`config.mk`:
```
export PLATFORM = sky130hd
export DESIGN_NAME = offside_layout_token_inserter
export DESIGN_NICKNAME = d
export VERILOG_FILES = /design/src/rtl/otl_pkg.sv /design/src/rtl/otl_ram.sv /design/src/rtl/otl_cfg.sv /design/src/rtl/otl_core.sv /design/src/rtl/offside_layout_token_inserter.sv
export SDC_FILE = /design/constraint.sdc
export NUM_CORES = 2
export LEC_CHECK = 0
export BUFFER_PORTS_ARGS = -buffer_cell sky130_fd_sc_hd__buf_4
export CAP_MARGIN = 15
export CORE_UTILIZATION = 40
export DETAILED_ROUTE_END_ITERATION = 12
export PLACE_DENSITY = 0.58
export SLEW_MARGIN = 20
export SYNTH_ARGS = -nofsm -noshare
export SYNTH_HDL_FRONTEND = slang
export SYNTH_SLANG_ARGS = --single-unit
```
`constraint.sdc`:
```
create_clock -name clk -period 25.5 [get_ports clk]
set_clock_uncertainty 0.2 [all_clocks]
set_input_delay 0 -clock clk [delete_from_list [all_inputs] [get_ports clk]]
set_output_delay 0 -clock clk [all_outputs]
set_load 0.05 [all_outputs]
```
`src/rtl/otl_pkg.sv`:
```
// ----------------------------------------------------------------------------
// Offside layout token inserter package
// Shared constants, codes and types of the layout token inserter.
// ----------------------------------------------------------------------------
package otl_pkg;

    localparam int DEF_FRAME_DEPTH  = 16;
    localparam int DEF_TRIVIA_DEPTH = 16;
    localparam int MAX_RESULTS      = 50;

    localparam int KIND_W   = 8;
    localparam int OFS_W    = 32;
    localparam int COL_W    = 16;
    localparam int STR_W    = 32;
    localparam int CLS_W    = 3;
    localparam int IN_DATA_W  = 120;
    localparam int IN_USER_W  = 5;
    localparam int OUT_DATA_W = 104;
    localparam int OUT_USER_W = 2;
    localparam int APB_AW   = 4;
    localparam int FRAME_W  = COL_W + 2;
    localparam int TRIVIA_W = KIND_W + OFS_W + OFS_W + STR_W;

    typedef enum logic [CLS_W-1:0] {
        CLS_ORDINARY = 3'd0,
        CLS_NEWLINE  = 3'd1,
        CLS_TRIVIA   = 3'd2,
        CLS_OPEN     = 3'd3,
        CLS_CLOSE    = 3'd4,
        CLS_EOF      = 3'd5,
        CLS_ERROR    = 3'd6,
        CLS_SEMI     = 3'd7
    } token_class_t;

    typedef enum logic [1:0] {
        FK_ROOT   = 2'd0,
        FK_LAYOUT = 2'd1,
        FK_BRACE  = 2'd2,
        FK_UNUSED = 2'd3
    } frame_kind_t;

    typedef enum logic [1:0] {
        REG_OPEN_KIND  = 2'd0,
        REG_CLOSE_KIND = 2'd1,
        REG_SEMI_KIND  = 2'd2,
        REG_NO_STRING  = 2'd3
    } reg_index_t;

    typedef enum logic {
        PASS_COUNT = 1'b0,
        PASS_EMIT  = 1'b1
    } pass_t;

    typedef enum logic [4:0] {
        ST_IDLE,
        ST_TRIV,
        ST_INIT,
        ST_EVAL,
        ST_OPEN,
        ST_DSEMI,
        ST_DCLOSE,
        ST_POP_RD,
        ST_POP_WB,
        ST_CL_LOOP,
        ST_CL_CLOSE,
        ST_CL_SEMI,
        ST_EOF_SEMI,
        ST_EOF_LOOP,
        ST_EOF_CLOSE,
        ST_EOF_SEMI2,
        ST_SIB,
        ST_FL_RD,
        ST_FL_EM,
        ST_TOK,
        ST_POST,
        ST_FIN
    } state_t;

    typedef struct packed {
        logic [KIND_W-1:0] open_kind;
        logic [KIND_W-1:0] close_kind;
        logic [KIND_W-1:0] semi_kind;
        logic [STR_W-1:0]  no_string;
    } cfg_t;

endpackage

```
`src/rtl/otl_ram.sv`:
```
// ----------------------------------------------------------------------------
// Generic RAM
// One write port, one read port, registered read data held between reads.
// ----------------------------------------------------------------------------
module otl_ram #(
    parameter int WIDTH = 8,
    parameter int DEPTH = 16,
    localparam int AW = (DEPTH > 1) ? $clog2(DEPTH) : 1
) (
    input  logic             clk,
    input  logic             we,
    input  logic [AW-1:0]    waddr,
    input  logic [WIDTH-1:0] wdata,
    input  logic             re,
    input  logic [AW-1:0]    raddr,
    output logic [WIDTH-1:0] rdata
);

    logic [WIDTH-1:0] mem [DEPTH];
    logic [WIDTH-1:0] rdata_reg;

    always_ff @(posedge clk)
    begin
        if (we)
        begin
            mem[waddr] <= wdata;
        end
        if (re)
        begin
            rdata_reg <= mem[raddr];
        end
    end

    assign rdata = rdata_reg;

endmodule

```
`src/rtl/otl_cfg.sv`:
```
// ----------------------------------------------------------------------------
// Layout inserter register block
// APB-style register file for virtual token kinds and the synthetic string id.
// ----------------------------------------------------------------------------
module otl_cfg (
    input  logic                      clk,
    input  logic                      rst_n,
    input  logic                      psel,
    input  logic                      penable,
    input  logic                      pwrite,
    input  logic [otl_pkg::APB_AW-1:0] paddr,
    input  logic [31:0]               pwdata,
    output logic [31:0]               prdata,
    output logic                      pready,
    output otl_pkg::cfg_t             cfg
);
    import otl_pkg::*;

    cfg_t       cfg_reg;
    cfg_t       cfg_next;
    reg_index_t idx;
    logic       wr;

    assign pready = 1'b1;
    assign wr     = psel && penable && pwrite;
    assign idx    = reg_index_t'(paddr[3:2]);

    always_comb
    begin
        cfg_next = cfg_reg;
        if (wr)
        begin
            unique case (idx)
                REG_OPEN_KIND:  cfg_next.open_kind  = pwdata[KIND_W-1:0];
                REG_CLOSE_KIND: cfg_next.close_kind = pwdata[KIND_W-1:0];
                REG_SEMI_KIND:  cfg_next.semi_kind  = pwdata[KIND_W-1:0];
                REG_NO_STRING:  cfg_next.no_string  = pwdata;
                default:        cfg_next = cfg_reg;
            endcase
        end
    end

    always_comb
    begin
        unique case (idx)
            REG_OPEN_KIND:  prdata = {24'd0, cfg_reg.open_kind};
            REG_CLOSE_KIND: prdata = {24'd0, cfg_reg.close_kind};
            REG_SEMI_KIND:  prdata = {24'd0, cfg_reg.semi_kind};
            REG_NO_STRING:  prdata = cfg_reg.no_string;
            default:        prdata = 32'd0;
        endcase
    end

    always_ff @(posedge clk or negedge rst_n)
    begin
        if (!rst_n)
        begin
            cfg_reg <= '0;
        end
        else
        begin
            cfg_reg <= cfg_next;
        end
    end

    assign cfg = cfg_reg;

endmodule

```
`src/rtl/otl_core.sv`:
```
// ----------------------------------------------------------------------------
// Layout inserter sequencer
// Frame stack and trivia buffer in RAM; each token but trivia and newlines
// runs a counting pass, then an emitting pass through the same micro-sequence.
// ----------------------------------------------------------------------------
module otl_core #(
    parameter int FRAME_DEPTH  = otl_pkg::DEF_FRAME_DEPTH,
    parameter int TRIVIA_DEPTH = otl_pkg::DEF_TRIVIA_DEPTH
) (
    input  logic                          clk,
    input  logic                          rst_n,
    input  otl_pkg::cfg_t                 cfg,
    input  logic                          s_tvalid,
    output logic                          s_tready,
    input  logic [otl_pkg::IN_DATA_W-1:0]  s_tdata,
    input  logic [otl_pkg::IN_USER_W-1:0]  s_tuser,
    output logic                          m_tvalid,
    input  logic                          m_tready,
    output logic [otl_pkg::OUT_DATA_W-1:0] m_tdata,
    output logic [otl_pkg::OUT_USER_W-1:0] m_tuser,
    output logic                          m_tlast
);
    import otl_pkg::*;

    localparam int FA  = $clog2(FRAME_DEPTH);
    localparam int TA  = (TRIVIA_DEPTH > 1) ? $clog2(TRIVIA_DEPTH) : 1;
    localparam int FCW = $clog2(FRAME_DEPTH + 1);
    localparam int TCW = $clog2(TRIVIA_DEPTH + 1);
    localparam int NW  = $clog2(MAX_RESULTS + 1);

    state_t state_reg, state_next, ret_reg, ret_next;
    pass_t  pass_reg, pass_next;

    logic [KIND_W-1:0] tk_kind_reg, tk_kind_next;
    token_class_t      tk_cls_reg, tk_cls_next;
    logic              tk_sc_reg, tk_sc_next, tk_ec_reg, tk_ec_next;
    logic [OFS_W-1:0]  tk_st_reg, tk_st_next, tk_en_reg, tk_en_next;
    logic [COL_W-1:0]  tk_col_reg, tk_col_next;
    logic [STR_W-1:0]  tk_str_reg, tk_str_next;

    logic [FCW-1:0]    fc_reg, fc_next, snap_fc_reg, snap_fc_next;
    logic [COL_W-1:0]  ci_reg, ci_next, snap_ci_reg, snap_ci_next;
    frame_kind_t       ck_reg, ck_next, snap_ck_reg, snap_ck_next;
    logic              pt_reg, pt_next, snap_pt_reg, snap_pt_next;
    logic              pe_reg, pe_next, snap_pe_reg, snap_pe_next;
    logic [OFS_W-1:0]  poff_reg, poff_next, snap_poff_reg, snap_poff_next;
    logic              nl_reg, nl_next, snap_nl_reg, snap_nl_next;
    logic [TCW-1:0]    tc_reg, tc_next, snap_tc_reg, snap_tc_next;
    logic              std_reg, std_next, snap_std_reg, snap_std_next;
    logic              ovf_reg, ovf_next, snap_ovf_reg, snap_ovf_next;

    logic [TCW-1:0]    ti_reg, ti_next;
    logic [NW-1:0]     n_reg, n_next, ntot_reg, ntot_next;
    logic              ovf_fin_reg, ovf_fin_next;

    logic               fwd_v_reg, fwd_v_next;
    logic [FCW-1:0]     fwd_idx_reg, fwd_idx_next;
    logic [FRAME_W-1:0] fwd_data_reg, fwd_data_next;

    logic                  m_valid_reg, m_valid_next;
    logic [OUT_DATA_W-1:0] m_data_reg, m_data_next;
    logic [OUT_USER_W-1:0] m_user_reg, m_user_next;
    logic                  m_last_reg, m_last_next;

    logic               fr_we, fr_re, tv_we, tv_re;
    logic [FA-1:0]      fr_waddr, fr_raddr;
    logic [TA-1:0]      tv_waddr, tv_raddr;
    logic [FRAME_W-1:0] fr_wdata, fr_rdata, pop_data;
    logic [TRIVIA_W-1:0] tv_wdata, tv_rdata;

    logic cont, open_c, open_ok, dedent_c, sib_c, frame_full;
    logic emit_st, can_emit, out_free, go, load;
    logic [FCW-1:0] fc_dec;
    logic [KIND_W-1:0] e_kind;
    logic [OFS_W-1:0]  e_st, e_en;
    logic [STR_W-1:0]  e_str;
    logic              e_syn;

    assign s_tready   = (state_reg == ST_IDLE);
    assign fc_dec     = fc_reg - 1'b1;
    assign frame_full = (fc_reg >= FCW'(FRAME_DEPTH));
    assign cont       = tk_sc_reg || pe_reg;
    assign open_c     = nl_reg && (tk_col_reg > ci_reg) && !cont;
    assign open_ok    = open_c && !frame_full;
    assign dedent_c   = nl_reg && (tk_col_reg < ci_reg) && (fc_reg != '0) &&
                        !(tk_cls_reg == CLS_CLOSE && ck_reg == FK_BRACE);
    assign sib_c      = nl_reg && (tk_col_reg == ci_reg) && !cont && !pt_reg;
    assign pop_data   = (fwd_v_reg && fwd_idx_reg == fc_dec) ? fwd_data_reg : fr_rdata;

    assign emit_st = (state_reg == ST_OPEN) || (state_reg == ST_DSEMI) ||
                     (state_reg == ST_DCLOSE) || (state_reg == ST_CL_CLOSE) ||
                     (state_reg == ST_CL_SEMI) || (state_reg == ST_EOF_SEMI) ||
                     (state_reg == ST_EOF_CLOSE) || (state_reg == ST_EOF_SEMI2) ||
                     (state_reg == ST_SIB) || (state_reg == ST_FL_EM) ||
                     (state_reg == ST_TOK);
    assign can_emit = (n_reg < NW'(MAX_RESULTS));
    assign out_free = !m_valid_reg || m_tready;
    assign go       = !emit_st || (pass_reg == PASS_COUNT) || !can_emit || out_free;
    assign load     = emit_st && (pass_reg == PASS_EMIT) && can_emit && out_free;

    always_comb
    begin
        e_kind = tk_kind_reg;
        e_st   = tk_st_reg;
        e_en   = tk_en_reg;
        e_str  = tk_str_reg;
        e_syn  = 1'b0;
        priority case (state_reg)
            ST_OPEN:
            begin
                e_kind = cfg.open_kind;
                e_syn  = 1'b1;
            end
            ST_DCLOSE, ST_CL_CLOSE, ST_EOF_CLOSE:
            begin
                e_kind = cfg.close_kind;
                e_syn  = 1'b1;
            end
            ST_DSEMI, ST_CL_SEMI, ST_EOF_SEMI, ST_EOF_SEMI2, ST_SIB:
            begin
                e_kind = cfg.semi_kind;
                e_syn  = 1'b1;
            end
            ST_FL_EM:
            begin
                {e_kind, e_st, e_en, e_str} = tv_rdata;
            end
            default:
            begin
                e_syn = 1'b0;
            end
        endcase
        if (e_syn)
        begin
            e_st  = poff_reg;
            e_en  = poff_reg;
            e_str = cfg.no_string;
        end
    end

    // next state
    always_comb
    begin
        state_next = state_reg;
        unique case (state_reg)
            ST_IDLE:
            begin
                if (s_tvalid)
                begin
                    if (s_tuser[2:0] == CLS_NEWLINE || s_tuser[2:0] == CLS_TRIVIA)
                    begin
                        state_next = ST_TRIV;
                    end
                    else
                    begin
                        state_next = ST_INIT;
                    end
                end
            end
            ST_TRIV: state_next = ST_IDLE;
            ST_INIT:
            begin
                if (tk_cls_reg == CLS_EOF)
                begin
                    state_next = (pass_reg == PASS_COUNT ? pt_reg : snap_pt_reg) ?
                                 ST_EOF_LOOP : ST_EOF_SEMI;
                end
                else if (tk_cls_reg == CLS_ERROR)
                begin
                    state_next = ST_FL_RD;
                end
                else
                begin
                    state_next = ST_EVAL;
                end
            end
            ST_EVAL:
            begin
                if (open_ok)
                begin
                    state_next = ST_OPEN;
                end
                else if (dedent_c)
                begin
                    state_next = pt_reg ? ST_DCLOSE : ST_DSEMI;
                end
                else if (tk_cls_reg == CLS_OPEN)
                begin
                    state_next = ST_FL_RD;
                end
                else if (tk_cls_reg == CLS_CLOSE)
                begin
                    state_next = ST_CL_LOOP;
                end
                else
                begin
                    state_next = sib_c ? ST_SIB : ST_FL_RD;
                end
            end
            ST_OPEN:      if (go) state_next = ST_EVAL;
            ST_DSEMI:     if (go) state_next = ST_DCLOSE;
            ST_DCLOSE:    if (go) state_next = ST_POP_RD;
            ST_POP_RD:    state_next = ST_POP_WB;
            ST_POP_WB:    state_next = ret_reg;
            ST_CL_LOOP:
            begin
                if (ck_reg == FK_LAYOUT && fc_reg != '0)
                begin
                    state_next = ST_CL_CLOSE;
                end
                else
                begin
                    state_next = pt_reg ? ST_FL_RD : ST_CL_SEMI;
                end
            end
            ST_CL_CLOSE:  if (go) state_next = ST_POP_RD;
            ST_CL_SEMI:   if (go) state_next = ST_FL_RD;
            ST_EOF_SEMI:  if (go) state_next = ST_EOF_LOOP;
            ST_EOF_LOOP:  state_next = (fc_reg != '0) ? ST_EOF_CLOSE : ST_FL_RD;
            ST_EOF_CLOSE: if (go) state_next = ST_EOF_SEMI2;
            ST_EOF_SEMI2: if (go) state_next = ST_POP_RD;
            ST_SIB:       if (go) state_next = ST_FL_RD;
            ST_FL_RD:     state_next = (ti_reg < tc_reg) ? ST_FL_EM : ST_TOK;
            ST_FL_EM:     if (go) state_next = ST_FL_RD;
            ST_TOK:       if (go) state_next = ST_POST;
            ST_POST:
            begin
                if (tk_cls_reg == CLS_CLOSE && fc_reg != '0)
                begin
                    state_next = ST_POP_RD;
                end
                else
                begin
                    state_next = ST_FIN;
                end
            end
            ST_FIN:       state_next = (pass_reg == PASS_COUNT) ? ST_INIT : ST_IDLE;
            default:      state_next = ST_IDLE;
        endcase
    end

    // datapath and outputs
    always_comb
    begin
        ret_next  = ret_reg;
        pass_next = pass_reg;
        tk_kind_next = tk_kind_reg;
        tk_cls_next  = tk_cls_reg;
        tk_sc_next   = tk_sc_reg;
        tk_ec_next   = tk_ec_reg;
        tk_st_next   = tk_st_reg;
        tk_en_next   = tk_en_reg;
        tk_col_next  = tk_col_reg;
        tk_str_next  = tk_str_reg;
        fc_next   = fc_reg;
        ci_next   = ci_reg;
        ck_next   = ck_reg;
        pt_next   = pt_reg;
        pe_next   = pe_reg;
        poff_next = poff_reg;
        nl_next   = nl_reg;
        tc_next   = tc_reg;
        std_next  = std_reg;
        ovf_next  = ovf_reg;
        snap_fc_next   = snap_fc_reg;
        snap_ci_next   = snap_ci_reg;
        snap_ck_next   = snap_ck_reg;
        snap_pt_next   = snap_pt_reg;
        snap_pe_next   = snap_pe_reg;
        snap_poff_next = snap_poff_reg;
        snap_nl_next   = snap_nl_reg;
        snap_tc_next   = snap_tc_reg;
        snap_std_next  = snap_std_reg;
        snap_ovf_next  = snap_ovf_reg;
        ti_next      = ti_reg;
        n_next       = n_reg;
        ntot_next    = ntot_reg;
        ovf_fin_next = ovf_fin_reg;
        fwd_v_next    = fwd_v_reg;
        fwd_idx_next  = fwd_idx_reg;
        fwd_data_next = fwd_data_reg;
        fr_we    = 1'b0;
        fr_waddr = fc_reg[FA-1:0];
        fr_wdata = {ck_reg, ci_reg};
        fr_re    = 1'b0;
        fr_raddr = fc_dec[FA-1:0];
        tv_we    = 1'b0;
        tv_waddr = tc_reg[TA-1:0];
        tv_wdata = {tk_kind_reg, tk_st_reg, tk_en_reg, tk_str_reg};
        tv_re    = 1'b0;
        tv_raddr = ti_reg[TA-1:0];
        m_valid_next = m_valid_reg && !m_tready;
        m_data_next  = m_data_reg;
        m_user_next  = m_user_reg;
        m_last_next  = m_last_reg;

        unique case (state_reg)
            ST_IDLE:
            begin
                if (s_tvalid)
                begin
                    tk_kind_next = s_tdata[7:0];
                    tk_st_next   = s_tdata[39:8];
                    tk_en_next   = s_tdata[71:40];
                    tk_col_next  = s_tdata[87:72];
                    tk_str_next  = s_tdata[119:88];
                    tk_cls_next  = token_class_t'(s_tuser[2:0]);
                    tk_sc_next   = s_tuser[3];
                    tk_ec_next   = s_tuser[4];
                    pass_next    = PASS_COUNT;
                end
            end
            ST_TRIV:
            begin
                if (!std_reg)
                begin
                    poff_next = tk_st_reg;
                    std_next  = 1'b1;
                end
                if (tk_cls_reg == CLS_NEWLINE)
                begin
                    nl_next = 1'b1;
                end
                if (tc_reg < TCW'(TRIVIA_DEPTH))
                begin
                    tv_we   = 1'b1;
                    tc_next = tc_reg + 1'b1;
                end
                else
                begin
                    ovf_next = 1'b1;
                end
            end
            ST_INIT:
            begin
                if (pass_reg == PASS_COUNT)
                begin
                    snap_fc_next   = fc_reg;
                    snap_ci_next   = ci_reg;
                    snap_ck_next   = ck_reg;
                    snap_pt_next   = pt_reg;
                    snap_pe_next   = pe_reg;
                    snap_poff_next = poff_reg;
                    snap_nl_next   = nl_reg;
                    snap_tc_next   = tc_reg;
                    snap_std_next  = std_reg;
                    snap_ovf_next  = ovf_reg;
                end
                else
                begin
                    fc_next   = snap_fc_reg;
                    ci_next   = snap_ci_reg;
                    ck_next   = snap_ck_reg;
                    pt_next   = snap_pt_reg;
                    pe_next   = snap_pe_reg;
                    poff_next = snap_poff_reg;
                    nl_next   = snap_nl_reg;
                    tc_next   = snap_tc_reg;
                    std_next  = snap_std_reg;
                    ovf_next  = snap_ovf_reg;
                end
                if (!std_next)
                begin
                    poff_next = tk_st_reg;
                    std_next  = 1'b1;
                end
                if (ck_next == FK_BRACE && ci_next == '0)
                begin
                    ci_next = tk_col_reg;
                end
                ti_next    = '0;
                n_next     = '0;
                fwd_v_next = 1'b0;
            end
            ST_EVAL:
            begin
                if (open_c && frame_full)
                begin
                    ovf_next = 1'b1;
                end
            end
            ST_OPEN:
            begin
                if (go)
                begin
                    fr_we         = (pass_reg == PASS_EMIT);
                    fwd_v_next    = 1'b1;
                    fwd_idx_next  = fc_reg;
                    fwd_data_next = {ck_reg, ci_reg};
                    fc_next = fc_reg + 1'b1;
                    ci_next = tk_col_reg;
                    ck_next = FK_LAYOUT;
                    pt_next = 1'b1;
                    pe_next = 1'b1;
                    nl_next = 1'b0;
                end
            end
            ST_DCLOSE:
            begin
                if (go)
                begin
                    pt_next  = 1'b0;
                    pe_next  = 1'b0;
                    ret_next = ST_EVAL;
                end
            end
            ST_CL_CLOSE:
            begin
                if (go)
                begin
                    ret_next = ST_CL_LOOP;
                end
            end
            ST_EOF_SEMI2:
            begin
                if (go)
                begin
                    ret_next = ST_EOF_LOOP;
                end
            end
            ST_POP_RD:
            begin
                fr_re = 1'b1;
            end
            ST_POP_WB:
            begin
                ci_next = pop_data[COL_W-1:0];
                ck_next = frame_kind_t'(pop_data[FRAME_W-1:COL_W]);
                fc_next = fc_dec;
            end
            ST_FL_RD:
            begin
                if (ti_reg < tc_reg)
                begin
                    tv_re = 1'b1;
                end
                else
                begin
                    tc_next = '0;
                end
            end
            ST_FL_EM:
            begin
                if (go)
                begin
                    ti_next = ti_reg + 1'b1;
                end
            end
            ST_POST:
            begin
                ret_next = ST_FIN;
                if (tk_cls_reg == CLS_OPEN)
                begin
                    if (!frame_full)
                    begin
                        fr_we   = (pass_reg == PASS_EMIT);
                        fc_next = fc_reg + 1'b1;
                        ci_next = '0;
                        ck_next = FK_BRACE;
                    end
                    else
                    begin
                        ovf_next = 1'b1;
                    end
                end
            end
            ST_FIN:
            begin
                if (tk_cls_reg != CLS_EOF)
                begin
                    pt_next   = (tk_cls_reg == CLS_OPEN) || (tk_cls_reg == CLS_SEMI);
                    pe_next   = tk_ec_reg;
                    poff_next = tk_en_reg;
                    nl_next   = 1'b0;
                end
                if (pass_reg == PASS_COUNT)
                begin
                    ntot_next    = n_reg;
                    ovf_fin_next = ovf_reg;
                    pass_next    = PASS_EMIT;
                end
                else if (tk_cls_reg == CLS_EOF)
                begin
                    fc_next   = '0;
                    ci_next   = COL_W'(1);
                    ck_next   = FK_ROOT;
                    pt_next   = 1'b1;
                    pe_next   = 1'b0;
                    poff_next = '0;
                    nl_next   = 1'b0;
                    tc_next   = '0;
                    std_next  = 1'b0;
                    ovf_next  = 1'b0;
                end
            end
            default:
            begin
                ret_next = ret_reg;
            end
        endcase

        if (emit_st && go)
        begin
            if (can_emit)
            begin
                n_next = n_reg + 1'b1;
            end
            else
            begin
                ovf_next = 1'b1;
            end
        end
        if (load)
        begin
            m_valid_next = 1'b1;
            m_data_next  = {e_str, e_en, e_st, e_kind};
            m_user_next  = {ovf_fin_reg, e_syn};
            m_last_next  = (n_reg == ntot_reg - 1'b1);
        end
    end

    otl_ram #(
        .WIDTH (FRAME_W),
        .DEPTH (FRAME_DEPTH)
    ) u_frame_ram (
        .clk   (clk),
        .we    (fr_we),
        .waddr (fr_waddr),
        .wdata (fr_wdata),
        .re    (fr_re),
        .raddr (fr_raddr),
        .rdata (fr_rdata)
    );

    otl_ram #(
        .WIDTH (TRIVIA_W),
        .DEPTH (TRIVIA_DEPTH)
    ) u_trivia_ram (
        .clk   (clk),
        .we    (tv_we),
        .waddr (tv_waddr),
        .wdata (tv_wdata),
        .re    (tv_re),
        .raddr (tv_raddr),
        .rdata (tv_rdata)
    );

    always_ff @(posedge clk or negedge rst_n)
    begin
        if (!rst_n)
        begin
            state_reg   <= ST_IDLE;
            ret_reg     <= ST_FIN;
            pass_reg    <= PASS_COUNT;
            fc_reg      <= '0;
            ci_reg      <= COL_W'(1);
            ck_reg      <= FK_ROOT;
            pt_reg      <= 1'b1;
            pe_reg      <= 1'b0;
            poff_reg    <= '0;
            nl_reg      <= 1'b0;
            tc_reg      <= '0;
            std_reg     <= 1'b0;
            ovf_reg     <= 1'b0;
            ti_reg      <= '0;
            n_reg       <= '0;
            ntot_reg    <= '0;
            ovf_fin_reg <= 1'b0;
            fwd_v_reg   <= 1'b0;
            m_valid_reg <= 1'b0;
        end
        else
        begin
            state_reg   <= state_next;
            ret_reg     <= ret_next;
            pass_reg    <= pass_next;
            fc_reg      <= fc_next;
            ci_reg      <= ci_next;
            ck_reg      <= ck_next;
            pt_reg      <= pt_next;
            pe_reg      <= pe_next;
            poff_reg    <= poff_next;
            nl_reg      <= nl_next;
            tc_reg      <= tc_next;
            std_reg     <= std_next;
            ovf_reg     <= ovf_next;
            ti_reg      <= ti_next;
            n_reg       <= n_next;
            ntot_reg    <= ntot_next;
            ovf_fin_reg <= ovf_fin_next;
            fwd_v_reg   <= fwd_v_next;
            m_valid_reg <= m_valid_next;
        end
    end

    always_ff @(posedge clk)
    begin
        tk_kind_reg    <= tk_kind_next;
        tk_cls_reg     <= tk_cls_next;
        tk_sc_reg      <= tk_sc_next;
        tk_ec_reg      <= tk_ec_next;
        tk_st_reg      <= tk_st_next;
        tk_en_reg      <= tk_en_next;
        tk_col_reg     <= tk_col_next;
        tk_str_reg     <= tk_str_next;
        snap_fc_reg    <= snap_fc_next;
        snap_ci_reg    <= snap_ci_next;
        snap_ck_reg    <= snap_ck_next;
        snap_pt_reg    <= snap_pt_next;
        snap_pe_reg    <= snap_pe_next;
        snap_poff_reg  <= snap_poff_next;
        snap_nl_reg    <= snap_nl_next;
        snap_tc_reg    <= snap_tc_next;
        snap_std_reg   <= snap_std_next;
        snap_ovf_reg   <= snap_ovf_next;
        fwd_idx_reg    <= fwd_idx_next;
        fwd_data_reg   <= fwd_data_next;
        m_data_reg     <= m_data_next;
        m_user_reg     <= m_user_next;
        m_last_reg     <= m_last_next;
    end

    assign m_tvalid = m_valid_reg;
    assign m_tdata  = m_data_reg;
    assign m_tuser  = m_user_reg;
    assign m_tlast  = m_last_reg;

    a_frame_bound: assert property (@(posedge clk) disable iff (!rst_n)
        fc_reg <= FCW'(FRAME_DEPTH))
        else $error("frame count beyond stack depth");

    a_trivia_bound: assert property (@(posedge clk) disable iff (!rst_n)
        tc_reg <= TCW'(TRIVIA_DEPTH))
        else $error("trivia count beyond buffer depth");

    a_emit_in_count: assert property (@(posedge clk) disable iff (!rst_n)
        load |-> (n_reg < ntot_reg))
        else $error("emitting pass produced more beats than counted");

    a_write_emit_only: assert property (@(posedge clk) disable iff (!rst_n)
        fr_we |-> (pass_reg == PASS_EMIT))
        else $error("frame stack written during counting pass");

endmodule

```
`src/rtl/offside_layout_token_inserter.sv`:
```
// ----------------------------------------------------------------------------
// Offside layout token inserter
// Inserts virtual braces and semicolons into a classified token stream.
//
//  channel  | dir | handshake        | payload
//  ---------+-----+------------------+---------------------------------------
//  s_axis   | in  | s_tvalid/tready  | s_tdata, s_tuser (one token)
//  m_axis   | out | m_tvalid/tready  | m_tdata, m_tuser, m_tlast (one token)
//  apb      | in  | psel/penable     | paddr, pwdata, prdata
//
//  A trivia or newline token is buffered in the trivia RAM while it has room.
//  Any other token is accepted, then runs a counting pass and an emitting
//  pass, each covering R results, T buffered trivia read from the trivia RAM
//  and P frames popped from the frame RAM.
//  Reset clears all control state; RAM contents need no clearing.
//  A stalled m_tready holds the emitting pass; input waits until the token
//  in flight is done.
// ----------------------------------------------------------------------------
module offside_layout_token_inserter #(
    parameter int FRAME_DEPTH  = otl_pkg::DEF_FRAME_DEPTH,
    parameter int TRIVIA_DEPTH = otl_pkg::DEF_TRIVIA_DEPTH
) (
    input  logic                           clk,
    input  logic                           rst_n,
    input  logic                           s_tvalid,
    output logic                           s_tready,
    // kind[7:0], start[39:8], end[71:40], column[87:72], string[119:88]
    input  logic [otl_pkg::IN_DATA_W-1:0]  s_tdata,
    // class[2:0], starts_continuation[3], ends_continuation[4]
    input  logic [otl_pkg::IN_USER_W-1:0]  s_tuser,
    output logic                           m_tvalid,
    input  logic                           m_tready,
    // kind[7:0], start[39:8], end[71:40], string[103:72]
    output logic [otl_pkg::OUT_DATA_W-1:0] m_tdata,
    // is_synthetic[0], overflow[1]
    output logic [otl_pkg::OUT_USER_W-1:0] m_tuser,
    output logic                           m_tlast,
    input  logic                           psel,
    input  logic                           penable,
    input  logic                           pwrite,
    input  logic [otl_pkg::APB_AW-1:0]     paddr,
    input  logic [31:0]                    pwdata,
    output logic [31:0]                    prdata,
    output logic                           pready
);
    import otl_pkg::*;

    cfg_t cfg;

    otl_cfg u_cfg (
        .clk     (clk),
        .rst_n   (rst_n),
        .psel    (psel),
        .penable (penable),
        .pwrite  (pwrite),
        .paddr   (paddr),
        .pwdata  (pwdata),
        .prdata  (prdata),
        .pready  (pready),
        .cfg     (cfg)
    );

    otl_core #(
        .FRAME_DEPTH  (FRAME_DEPTH),
        .TRIVIA_DEPTH (TRIVIA_DEPTH)
    ) u_core (
        .clk      (clk),
        .rst_n    (rst_n),
        .cfg      (cfg),
        .s_tvalid (s_tvalid),
        .s_tready (s_tready),
        .s_tdata  (s_tdata),
        .s_tuser  (s_tuser),
        .m_tvalid (m_tvalid),
        .m_tready (m_tready),
        .m_tdata  (m_tdata),
        .m_tuser  (m_tuser),
        .m_tlast  (m_tlast)
    );

endmodule
```
==> flow_summary.toml <==
[run_status]
status = "complete, no violations"

[synth]
yosys.area.top_type_share_pct = 72.7
synth_cells = 4866
ys_seq_area_share_pct = 76.5
synth_most_common_cell = "edfxtp_1"
synth_warnings = 0
synth_area_um2 = 98900
netlist-cell-type-count = 83
yosysTopAreaCell = "edfxtp_1"
syn_avg_cell_area_um2 = 20.3
synthTopCellsByCount = "edfxtp_1, mux4_2, nand2_1"
synth_fp_nets = 5065
synth_flop_cell = "edfxtp_1"
synth_seq_cells = 2545
synth-edff-count = 2394
ys_async_sr_fraction_pct = 5.93
synth_area_leaders = "edfxtp_1, mux4_2, dfrtp_1, nand2_1, mux2_2"

[floorplanning]
coreArea_um2 = 246000
ioPinCount = 310
start_util_pct = 40.2
die-area_um2 = 249000
die_h_um = 499
core.rowCount = 182
fp.dieW_um = 499

[power_and_ir_drop]
ir_drop_mv = 0.0796
p_per_area_nw_per_um2 = 101
total_power_mw = 11.9
p_leak_nw = 38.3

[sta]
fin_crit_sh_pct = 23.5
slew-limit-headroom_pct = 19.5
period_minus_slack_ns = 5.99
tightest_slew_ns = 1.21
fmax_ghz = 0.167
hold_violations = 0
drv_slew = 0
setup-violations-final = 0
fin_tns_setup_ns = 0
rsz0062_at_grt = "no"

[worst_hold_path]
min_path_type = "primary input to asynchronous set/reset pin"

[clocking]
cts.repair.resized = 0
clk_latency_ns = 0.92
htreeDepth = 5
cts_sinks = 2545
clockBufferDepth = 4
cts_tree = "yes"
clk_pin_slew_ns = 0.06
postCtsSetupRepairBufs = 0
cts_buffers = 291
root_buffer = "clkbuf_16"

[worst_setup_path]
start_kind = "register"
slowest_delay_ns = 1.01
crit_fanout = 44
crit_chain = "buf_4 > buf_4 > buf_4 > buf_4 > mux4_2 > mux4_2"
critPathArrivalTime_ns = 6.43
reg2reg_depth = 6
critical_path_class = "register to register"
worst-endpoint-required_ns = 25.94
endpoint_kind = "register"
cpMostUsedCell = "buf_4"
crit_slowest_cell = "dfrtp_4"

[detailed_routing]
drc_errors = 0
antenna_left = 0
first_pass_iters = 6
num_vias = 51900
drt_iter0_drc = 5808
vias_per_cell = 5.70
wire_per_inst_um = 28.8
wirelength_mm = 262

[final_layout]
largest_reg_flops = 1664
syn2layout_area_growth_pct = 19.3
drive_gt1_share_pct = 26.6
regMostFlops = "u_core.u_trivia_ram.mem"
nets = 5866
largestRegisters = "u_core.u_trivia_ram.mem: 1664 flops, u_core.u_frame_ram.mem: 288 flops"

[global_routing]
antenna_found_initial = 15
grt_max_degree = 159
track_usage_pct = 21.0
gr-total-overflow = 0
grt_pass1_vias = 53000
grt_pass1_wl_mm = 378

[placed_design]
place.gp.congestion = 0.823
dp_hpwl_mm = 139
port_buffers = 306

[flow_run]
max_cap_viol_count = 0
cell usage in the layout (no fill, tap or decap), drive strengths merged, types with 100 or more instances in the layout:
| cell | count |
|---|---|
| nor2 | 160 |
| mux4 | 618 |
| buf | 433 |
| dfrtp | 147 |
| dlygate4sd3 | 351 |
| edfxtp | 2394 |
| o21ai | 100 |
| clkbuf | 364 |
| clkinv | 104 |
| a31oi | 107 |
| nand2 | 450 |
critical path, delay by kind of cell (launching register included):
| family | cells | cell delay, ns |
|---|---|---|
| flip-flops | 1 | 1.01 |
| multiplexers | 2 | 1.10 |
| buffers and inverters | 4 | 3.26 |
timing repair:
action                                  CTS  global route
hold buffers                            352             0
endpoints found under the setup margin    0             0
hold endpoints to repair                384             0
cell families (layout without fill, tap and decap cells):
| group | count (synthesis) | count (layout) | share of synthesized area, % |
|---|---|---|---|
| AND/OR/NAND/NOR | 805 | 805 | 3.58 |
| other | 1 | 5 | 0.00379 |
| XOR/XNOR | 22 | 22 | 0.228 |
| multiplexers | 695 | 695 | 15.0 |
| flip-flops | 2545 | 2545 | 76.5 |
| buffers and inverters | 318 | 1330 | 1.26 |
| adder cells (fa/ha/maj) | 31 | 31 | 0.392 |
| AO/OA/AOI/OAI | 449 | 449 | 3.06 |
layer usage:
| layer | track usage [%] | share of wire, % | wire length (um) |
|---|---|---|---|
| met2 | 34.0 | 49 | 128000 |
| met4 | 6.75 | 3.2 | 8270 |
| met1 | 29.3 | 42 | 110000 |
| met5 | 0 | 0.0042 | 11 |
| met3 | 2.95 | 6.2 | 16100 |
per-stage QoR:
stage	instances	utilization, %	worst slack [ns]	instance area, um^2	hold slack (ns)
after floorplan	4866	-	14.35	98900	-0.496
after global placement	8242	42.9	19.16	105000	-0.123
after detailed placement	8242	42.9	19.13	105000	-0.130
after CTS	9098	48.0	19.19	118000	0.0457
after global routing	9100	48.0	18.90	118000	0.104
final	9102	48.0	19.51	118000	0.0908
cell type report:
class | count | area (um^2)
Antenna cell | 4 | 10.0
Inverter | 41 | 155
Sequential cell | 2545 | 75700
Timing Repair Buffer | 785 | 6850
Multi-Input combinational cell | 2003 | 22200
Clock inverter | 141 | 1320
Tap cell | 3220 | 4030
Fill cell | 20200 | 128000
Clock buffer | 363 | 7690
where the power goes:
part / total (mW) / internal (mW) / switching, mW
clock network: 4.01 / 2.38 / 1.62
logic: 2.20 / 0.960 / 1.24
registers: 5.66 / 5.24 / 0.425
total: 11.9 / 8.58 / 3.29
final timing paths:
| kind | startpoint | to | slack, ns |
|---|---|---|---|
| hold reg to reg | u_core.ovf_fin_reg | u_core.m_tuser[1] | 0.26 |
| setup reg to reg | u_core.ti_reg[0] | u_core.u_trivia_ram.rdata[40] | 19.51 |
| max in group asynchronous | rst_n | u_core.ti_reg[0] | 24.04 |
| min in group clk | psel | u_cfg.cfg[0] | 0.11 |
| setup / recovery | u_core.ti_reg[0] | u_core.u_trivia_ram.rdata[40] | 19.51 |
| hold / removal | rst_n | u_core.ci_reg[2] | 0.09 |
Power figures use the tool's default switching activity.
